`config.mk`:
```
export PLATFORM = sky130hd
export DESIGN_NAME = adpcm4_ctrl
export DESIGN_NICKNAME = d
export VERILOG_FILES = /design/src/hdl/adpcm4_pkg.sv /design/src/hdl/adpcm4_ctrl.sv
export SDC_FILE = /design/constraint.sdc
export NUM_CORES = 1
export LEC_CHECK = 0
export ABC_CLOCK_PERIOD_IN_PS = 3930
export BUFFER_PORTS_ARGS = -buffer_cell sky130_fd_sc_hd__buf_2
export CORE_MARGIN = 2
export CORE_UTILIZATION = 50
export CTS_CLUSTER_SIZE = 8
export DETAILED_ROUTE_END_ITERATION = 8
export PLACE_DENSITY = 0.85
export SLEW_MARGIN = 15
export SYNTH_ARGS = -nofsm -noshare
export SYNTH_HDL_FRONTEND = slang
export SYNTH_SLANG_ARGS = --single-unit
```
`constraint.sdc`:
```
create_clock -name clk -period 3.93 [get_ports clk]
set_input_delay 0.393 -clock clk [delete_from_list [all_inputs] [get_ports clk]]
set_output_delay 0.393 -clock clk [all_outputs]
set_load 0.05 [all_outputs]
```
`src/hdl/adpcm4_pkg.sv`:
```
// shared types, codes and decode tables for the four-voice adpcm player
// depends on nothing; every other file imports it
package adpcm4_pkg;

  localparam int ROM_ADDR_BITS = 18;
  localparam int ROM_DEPTH     = 1 << ROM_ADDR_BITS;
  localparam int VOICE_COUNT   = 4;
  localparam int TBL_BYTES     = 6;
  localparam int STEP_MAX      = 48;

  // input kinds
  localparam logic [1:0] KIND_CMD    = 2'd0;
  localparam logic [1:0] KIND_STATUS = 2'd1;
  localparam logic [1:0] KIND_LOAD   = 2'd2;
  localparam logic [1:0] KIND_TICK   = 2'd3;

  // result kinds
  localparam logic RES_STATUS = 1'b0;
  localparam logic RES_SAMPLE = 1'b1;

  typedef struct packed {
    logic [1:0]  kind;
    logic [7:0]  data_byte;
    logic [17:0] rom_address;
  } in_item_t;

  typedef struct packed {
    logic               result_kind;
    logic [7:0]         status_byte;
    logic signed [15:0] mixed_sample;
  } out_item_t;

  // controller to datapath
  typedef struct packed {
    logic       accept;
    logic       tbl_rd;
    logic       tbl_cap;
    logic       start;
    logic       v_rd;
    logic       v_dec;
    logic       v_mix;
    logic       emit;
    logic [2:0] idx;
  } cmd_t;

  // datapath to controller
  typedef struct packed {
    logic phrase_pending;
    logic out_free;
  } stat_t;

  function automatic logic [10:0] step_size(input logic [5:0] k);
    logic [10:0] s;
    unique case (k)
      6'd0: s = 11'd16;    6'd1: s = 11'd17;    6'd2: s = 11'd19;    6'd3: s = 11'd21;
      6'd4: s = 11'd23;    6'd5: s = 11'd25;    6'd6: s = 11'd28;    6'd7: s = 11'd31;
      6'd8: s = 11'd34;    6'd9: s = 11'd37;    6'd10: s = 11'd41;   6'd11: s = 11'd45;
      6'd12: s = 11'd50;   6'd13: s = 11'd55;   6'd14: s = 11'd60;   6'd15: s = 11'd66;
      6'd16: s = 11'd73;   6'd17: s = 11'd80;   6'd18: s = 11'd88;   6'd19: s = 11'd97;
      6'd20: s = 11'd107;  6'd21: s = 11'd118;  6'd22: s = 11'd130;  6'd23: s = 11'd143;
      6'd24: s = 11'd157;  6'd25: s = 11'd173;  6'd26: s = 11'd190;  6'd27: s = 11'd209;
      6'd28: s = 11'd230;  6'd29: s = 11'd253;  6'd30: s = 11'd279;  6'd31: s = 11'd307;
      6'd32: s = 11'd337;  6'd33: s = 11'd371;  6'd34: s = 11'd408;  6'd35: s = 11'd449;
      6'd36: s = 11'd494;  6'd37: s = 11'd544;  6'd38: s = 11'd598;  6'd39: s = 11'd658;
      6'd40: s = 11'd724;  6'd41: s = 11'd796;  6'd42: s = 11'd876;  6'd43: s = 11'd963;
      6'd44: s = 11'd1060; 6'd45: s = 11'd1166; 6'd46: s = 11'd1282; 6'd47: s = 11'd1411;
      6'd48: s = 11'd1552;
      default: s = 11'd1552;
    endcase
    return s;
  endfunction

  function automatic logic signed [4:0] index_move(input logic [2:0] n);
    logic signed [4:0] m;
    unique case (n)
      3'd4:    m = 5'sd2;
      3'd5:    m = 5'sd4;
      3'd6:    m = 5'sd6;
      3'd7:    m = 5'sd8;
      default: m = -5'sd1;
    endcase
    return m;
  endfunction

  function automatic logic [5:0] gain_of_code(input logic [3:0] c);
    logic [5:0] g;
    unique case (c)
      4'd0:    g = 6'h20;
      4'd1:    g = 6'h16;
      4'd2:    g = 6'h10;
      4'd3:    g = 6'h0b;
      4'd4:    g = 6'h08;
      4'd5:    g = 6'h06;
      4'd6:    g = 6'h04;
      4'd7:    g = 6'h03;
      4'd8:    g = 6'h02;
      default: g = 6'h00;
    endcase
    return g;
  endfunction

endpackage

```
`src/hdl/adpcm4_ctrl.sv`:
```
// sequencer for the adpcm player: walks table reads, voice decode and result hand-off
// depends on adpcm4_pkg
module adpcm4_ctrl import adpcm4_pkg::*; (
  input  logic     clk,
  input  logic     rst,
  input  logic     in_valid,
  input  logic [1:0] in_kind,
  input  stat_t    stat,
  output logic     idle,
  output cmd_t     cmd
);

  typedef enum logic [7:0] {
    S_IDLE    = 8'b0000_0001,
    S_TBL_RD  = 8'b0000_0010,
    S_TBL_CAP = 8'b0000_0100,
    S_START   = 8'b0000_1000,
    S_V_RD    = 8'b0001_0000,
    S_V_DEC   = 8'b0010_0000,
    S_V_MIX   = 8'b0100_0000,
    S_EMIT    = 8'b1000_0000
  } state_t;

  state_t     state, state_next;
  logic [2:0] idx, idx_next;
  logic       accept;

  // no item is taken while reset is held
  assign idle   = (state == S_IDLE) && !rst;
  assign accept = idle && in_valid;

  // next state
  always_comb begin
    state_next = state;
    idx_next   = idx;
    unique case (state)
      S_IDLE: begin
        idx_next = 3'd0;
        if (accept) begin
          priority if (in_kind == KIND_CMD && stat.phrase_pending) state_next = S_TBL_RD;
          else if (in_kind == KIND_STATUS) state_next = S_EMIT;
          else if (in_kind == KIND_TICK) state_next = S_V_RD;
          else state_next = S_IDLE;
        end
      end
      S_TBL_RD:  state_next = S_TBL_CAP;
      S_TBL_CAP: begin
        if (idx == 3'(TBL_BYTES - 1)) begin
          state_next = S_START;
        end else begin
          idx_next   = idx + 3'd1;
          state_next = S_TBL_RD;
        end
      end
      S_START:   state_next = S_IDLE;
      S_V_RD:    state_next = S_V_DEC;
      S_V_DEC:   state_next = S_V_MIX;
      S_V_MIX: begin
        if (idx == 3'(VOICE_COUNT - 1)) begin
          state_next = S_EMIT;
        end else begin
          idx_next   = idx + 3'd1;
          state_next = S_V_RD;
        end
      end
      S_EMIT:    if (stat.out_free) state_next = S_IDLE;
      default:   state_next = S_IDLE;
    endcase
  end

  always_ff @(posedge clk) begin
    if (rst) begin
      state <= S_IDLE;
      idx   <= 3'd0;
    end else begin
      state <= state_next;
      idx   <= idx_next;
    end
  end

  // commands
  always_comb begin
    cmd.accept  = accept;
    cmd.tbl_rd  = (state == S_TBL_RD);
    cmd.tbl_cap = (state == S_TBL_CAP);
    cmd.start   = (state == S_START);
    cmd.v_rd    = (state == S_V_RD);
    cmd.v_dec   = (state == S_V_DEC);
    cmd.v_mix   = (state == S_V_MIX);
    cmd.emit    = (state == S_EMIT);
    cmd.idx     = idx;
  end

endmodule

```
==> impl_results.md, run 1 <==
* VDD IR max at roughly 150 µV
* Clk root buf: clkbuf_4
* FF/Latch Area at about 220 µm²
* Synth area leaders: dfxtp_1 (31%), ha_1 (5.2%), nor3_1 (4.2%)
* Setup slack, reg-to-reg at between 1.5 and 2 ns
* Number of inserted diodes at 0
* Leak at 0.337 nW
* Core area at between 1000 and 1500 µm²
* Area leader, netlist: dfxtp_1
* Kind of critical path: reg2out
* Die width at 42.0 µm
* Seq/Total Area, Yosys at 30.6%
* Routed WL at about 1600 µm
* Status: finished, final reports clean
* Critical Path AT at 2.03 ns
* RSZ-0062 raised after global routing: no
* Cts-stage hold buffer count at 0
* Io pins at 19
* FP Rows at 13
* Count of final setup violators at 0
* Max cap viols at 0
* Post-synth top flop: dfxtp_1
* Vias in the first global route at 640
* Post-synth top area share at roughly 31%
* Post-Layout Cell Count at about 120
* Syn-to-layout area delta at 14.1%
* # Post-CTS Setup Buffers at 0
* Clock skew at 0.00728 ns
* GRT overflow at 0
* IO Port Bufs at 18
* Fill cells at 130
* GP Congestion at 0.831
* Clk buf depth at 2
* Via/cell ratio at about 6
* Starting Density at between 50% and 60%
* Post-synthesis register bit count at 11
* Async S/R FF share, synth at 0%
* Fmax at roughly 410 MHz
* Largest net degree at the start of global routing at 11
* CTS clk-pin slew, worst paths at approximately 0.08 ns
* CTS Sinks at 11
* Critical path fanouts, max at 8
* Commonest cells in the netlist: dfxtp_1 (11), inv_1 (8), nor2_1 (8), nor3_1 (6), nand2_1 (4)
* Drt drc at 0
* Most common cell in the netlist: dfxtp_1
* Initial antenna violation count at 0
* CTS tree: done
* GRT Resource Usage Total at about a fifth
* # placed instances at between 100 and 150
* Layout cells sized above 1 at ~29%
* Post-synthesis cell type count at 37
* Slew Limit Fails at 0
* Final worst-path cycle share at between 60% and 70%
* Syn Area/Cell at roughly 8.5 µm²
* First-pass GRT wire length at ~2700 µm
* Antenna viol nets, final at 0
* Mapped cell area at 721 µm²
* Sum of net half-perimeters after detailed placement at approximately 1300 µm
* Crit path required time at ~3.5 ns
* Min Clock Period, post-route at 2.42 ns
* TritonRoute pass-1 iters at 4
* DRT iter0 DRCs at 17
* Syn Nets at 95
* NumNets Final at 114
* Via count at between 700 and 800
* Pwr Density at around 290 nW/µm²
* CTS H-tree depth at 1
* Fin. Hold Viols at 0
* Area of the multi-input gates at 437 µm²
* Cells after Synth at 85
* Startpoint types: flip-flop
* Resized Gates After CTS at 0
* Die ar. at around 1800 µm²
* Die Y at roughly 42 µm
* Worst setup EP type: primary output
* Clk_lat worst skew at between 0.2 and 0.3 ns
* Number of synthesized flops with an enable pin at 0
* Worst relative slew slack at ~67%
* Worst min path class: in2reg
* Final total power at approximately 0.00024 W
* Number of CTS-inserted buffers at 3
* Post-DR wirelength/cell at about 14 µm
* Slew @ Worst Pin at between 0.4 and 0.5 ns
* Fin Setup TNS at 0 ns
* Synth Warn # at 0
==> cell type report <==
| type | instances | share of cell area (%) |
|---|---|---|
| Multi-Input combinational cell | 62 | 53.1 |
| Sequential cell | 11 | 26.8 |
| Timing Repair Buffer | 18 | 11.0 |
| Inverter | 8 | 3.65 |
| Clock buffer | 4 | 3.20 |
| Tap cell | 15 | 2.28 |
==> worst max-delay path, cell delays in order (launching register included) <==
cell	delay, ns
dfxtp_1	0.39
or3_4	0.44
or4_4	0.47
nor3b_1	0.18
buf_2	0.28
==> layer usage <==
metal / GRT usage [%] / share of wire [%]
met1: 23.0 / 46
met2: 32.5 / 50
met3: 3.04 / 3.6
met4: 11.6 / 0.93
met5: 0 / 0
==> registers in the layout, summed over array words and instances (netlist names) <==
name / count
state: 8
idx: 3
==> layout by cell type, fill, tap and decap left out, drive strengths merged, types with 2 or more instances in the layout <==
master,instances
clkbuf,4
nor2b,2
inv,8
nor3b,3
o21ai,2
nor3,6
nand3,3
nand2,4
nor2,8
nor4,4
or3,2
and4b,2
buf,18
o32ai,2
and3,2
dfxtp,11
or2,3
ha,3
==> final timing paths <==
check | to | cells after the start | from
worst min register to register | idx[0]$_SDFFE_PP0P_ | 2 | idx[0]$_SDFFE_PP0P_
worst max register to register | idx[2]$_SDFFE_PP0P_ | 4 | state[6]$_SDFFE_PP0P_
worst max-delay path | cmd[5] | 4 | state[6]$_SDFFE_PP0P_
worst min-delay path | state[7]$_SDFFE_PP0P_ | 2 | rst
==> cell families after synthesis <==
logic type | Yosys count | synth area share, %
AND/OR/NAND/NOR | 44 | 38.7
AO/OA/AOI/OAI | 13 | 14.2
buffers and inverters | 12 | 8.85
flip-flops | 11 | 30.6
adder cells (fa/ha/maj) | 3 | 5.21
XOR/XNOR | 2 | 2.43
==> metrics by stage <==
stage	utilization [%]	area (µm²)	setup slack, ns	hold WS, ns
3_3_place_gp	60.4	796	1.84	0.508
5_1_grt	62.4	822	1.45	0.411
3_5_place_dp	60.4	796	1.81	0.511
4_1_cts	62.4	822	1.51	0.384
2_1_floorplan	-	721	1.10	0.470
6_report	62.4	822	1.51	0.387
==> power breakdown <==
group	internal, W	leakage, nW	switching [W]
sequential	0.000113	0.0890	0.00000325
clock	0.0000392	0.0150	0.0000390
combinational	0.0000149	0.234	0.0000273
No activity file was read; power rests on OpenSTA's default activity.
==> inputs of run 2 (changes only) <==
--- a/config.mk
+++ b/config.mk
@@ -5,7 +5,7 @@
 export SDC_FILE = /design/constraint.sdc
 export NUM_CORES = 1
 export LEC_CHECK = 0
-export ABC_CLOCK_PERIOD_IN_PS = 3930
+export ABC_CLOCK_PERIOD_IN_PS = 2270
 export BUFFER_PORTS_ARGS = -buffer_cell sky130_fd_sc_hd__buf_2
 export CORE_MARGIN = 2
 export CORE_UTILIZATION = 50
==> constraint.sdc (replaced) <==
create_clock -name clk -period 2.27 [get_ports clk]
set_input_delay 0.227 -clock clk [delete_from_list [all_inputs] [get_ports clk]]
set_output_delay 0.227 -clock clk [all_outputs]
set_load 0.05 [all_outputs]
==> impl_results.md, run 2 (synthesis gave the netlist of run 1 again) <==
* Routed WL at 1730 µm (was 1610 µm)
* GRT Resource Usage Total at 20.8% (was 19.4%)
* Cts-stage hold buffer count at 0 (unchanged)
* Hold depth at 2 (unchanged)
* Antenna viol nets, final at 0 (unchanged)
* Core area at 1320 µm² (unchanged)
* # placed instances at 114 (unchanged)
* Clk buf depth at 2 (unchanged)
* Fin. Hold Viols at 0 (unchanged)
* Post-DR wirelength/cell at 14.7 µm (was 13.6 µm)
* Critical path fanouts, max at 8 (unchanged)
* Startpoint types: flip-flop (unchanged)
* Crit path required time at 2.04 ns (was 3.54 ns)
* Vias in the first global route at 662 (was 640)
* Most common cell after layout, fill and taps aside: buf_2 (unchanged)
* GRT overflow at 0 (unchanged)
* Crit path from: state[6]$_SDFFE_PP0P_ (unchanged)
* Worst setup EP type: primary output (unchanged)
* Leak at 0.341 nW (was 0.337 nW)
* Clk root buf: clkbuf_4 (unchanged)
* TritonRoute pass-1 iters at 5 (was 4)
* Post-Route Utilization at 64.6% (was 62.4%)
* Hold_sp: rst (unchanged)
* # Post-CTS Setup Buffers at 0 (unchanged)
* Critical Path AT at 1.95 ns (was 2.03 ns)
* DRT iter0 DRCs at 15 (was 17)
* Fill cells at 117 (was 130)
* RSZ-0062 raised after global routing: no (unchanged)
* Hold EP: state[7]$_SDFFE_PP0P_ (unchanged)
* First-pass GRT wire length at 2820 µm (was 2670 µm)
* Via count at 725 (was 702)
* Pwr Density at 481 nW/µm² (was 288 nW/µm²)
* Area of the multi-input gates at 458 µm² (was 437 µm²)
* Status: finished, final reports clean (unchanged)
* Fmax at 459 MHz
* Min Clock Period, post-route at between 2 and 2.5 ns
* Cell Area, Placed at 811 µm² (was 796 µm²)
* Syn-to-layout area delta at 18.1% (was 14.1%)
* Worst min path class: in2reg (unchanged)
* Die Y at 42.0 µm (unchanged)
* Number of CTS-inserted buffers at 3 (unchanged)
* Sum of net half-perimeters after detailed placement at 1370 µm (was 1290 µm)
* Reg2reg path depth at 4 (unchanged)
* Number of inserted diodes at 0 (unchanged)
* R2r endpoint: idx[2]$_SDFFE_PP0P_ (unchanged)
* Max reg flops at 8 (unchanged)
* IO Port Bufs at 18 (unchanged)
* CTS clk-pin slew, worst paths at 0.07 ns (was 0.08 ns)
* CTS Sinks at 11 (unchanged)
* Fin area at 851 µm² (was 822 µm²)
* Largest net degree at the start of global routing at 11 (unchanged)
* Fin Setup TNS at 0 ns (unchanged)
* Io pins at 19 (unchanged)
* NumNets Final at 114 (unchanged)
* Initial antenna violation count at 0 (unchanged)
* Commonest cells after routing, fill and taps aside: buf_2 (17), dfxtp_1 (10), nor2_1 (8), inv_1 (8) (was buf_2 (18), dfxtp_1 (11), nor2_1 (8), inv_1 (8), nor3_1 (6))
* FP Rows at 13 (unchanged)
* Final total power at 0.000409 W (was 0.000237 W)
* Largest regs: state x8, idx x3 (unchanged)
* VDD IR max at 406 µV (was 152 µV)
* Count of final setup violators at 0 (unchanged)
* Slew @ Worst Pin at 0.539 ns (was 0.488 ns)
* Drt drc at 0 (unchanged)
* Slew Limit Fails at 0 (unchanged)
* Top reg by flops: state (unchanged)
* Post-Layout Cell Count at 118 (unchanged)
* Clock skew at 0.000813 ns (was 0.00728 ns)
* GP Congestion at 0.809 (was 0.831)
* Clk_lat worst skew at 0.26 ns (was 0.27 ns)
* FF/Latch Area at 221 µm² (was 220 µm²)
* Max cap viols at 0 (unchanged)
* Via/cell ratio at 6.14 (was 5.95)
* CTS H-tree depth at 1 (unchanged)
* Die width at 42.0 µm (unchanged)
* Worst relative slew slack at 63.8% (was 67.1%)
* Final worst-path cycle share at 95.9%
* Layout cells sized above 1 at 33.0% (was 29.1%)
* RR Startpoint: state[6]$_SDFFE_PP0P_ (unchanged)
* CTS tree: done (unchanged)
* Starting Density at 54.7% (unchanged)
* Setup slack, reg-to-reg at 0.43 ns (was 1.97 ns)
* Die ar. at 1760 µm² (unchanged)
* Kind of critical path: reg2out (unchanged)
[run 2: metal layers]
metal	track usage, %	wire length (µm)	vias up	share of wire (%)
met4	11.0	45	0	2.6
met2	34.1	889	17	51
met1	26.0	749	352	43
li1	-	-	350	-
met3	3.04	48	6	2.8
met5	0	0	-	0
[run 2: final cells by class]
cell class | instances | area share, %
inverters | 8 | 3.53
well taps | 15 | 2.21
multi-input cells | 62 | 53.8
repair buffers | 18 | 11.3
flip-flops and latches | 11 | 26.0
clock buffers | 4 | 3.09
[run 2: through the flow]
step                      worst slack [ns]  hold slack, ns
after floorplan                     0.0911           0.304
after detailed placement             0.273           0.516
after global routing                0.0421           0.246
final                               0.0921           0.238
after CTS                           0.0366           0.237
after global placement               0.357           0.496
[run 2: what timing repair did]
action,4_1_cts,5_1_grt
hold endpoints to repair,0,0
setup endpoints to repair,1,1
pin swaps,0,0
resized for setup,1,3
[run 2: worst max path at each step]
stage / end / depth (start not counted)
after floorplan: cmd[3] / 4
after global placement: cmd[5] / 4
after detailed placement: cmd[5] / 4
after CTS: cmd[5] / 4
after global routing: cmd[5] / 4
final: cmd[5] / 4
[run 2: critical path, stage by stage, from the launching register on]
cell,delay (ns)
dfxtp_2,0.37
or3_4,0.42
or4_4,0.49
nor3b_4,0.22
buf_6,0.18
[run 2: power breakdown]
part           internal (W)  total [W]  switching, W  leakage [nW]
clock             0.0000679   0.000132     0.0000643        0.0150
combinational     0.0000259  0.0000750     0.0000491         0.237
sequential         0.000196   0.000202    0.00000590        0.0895
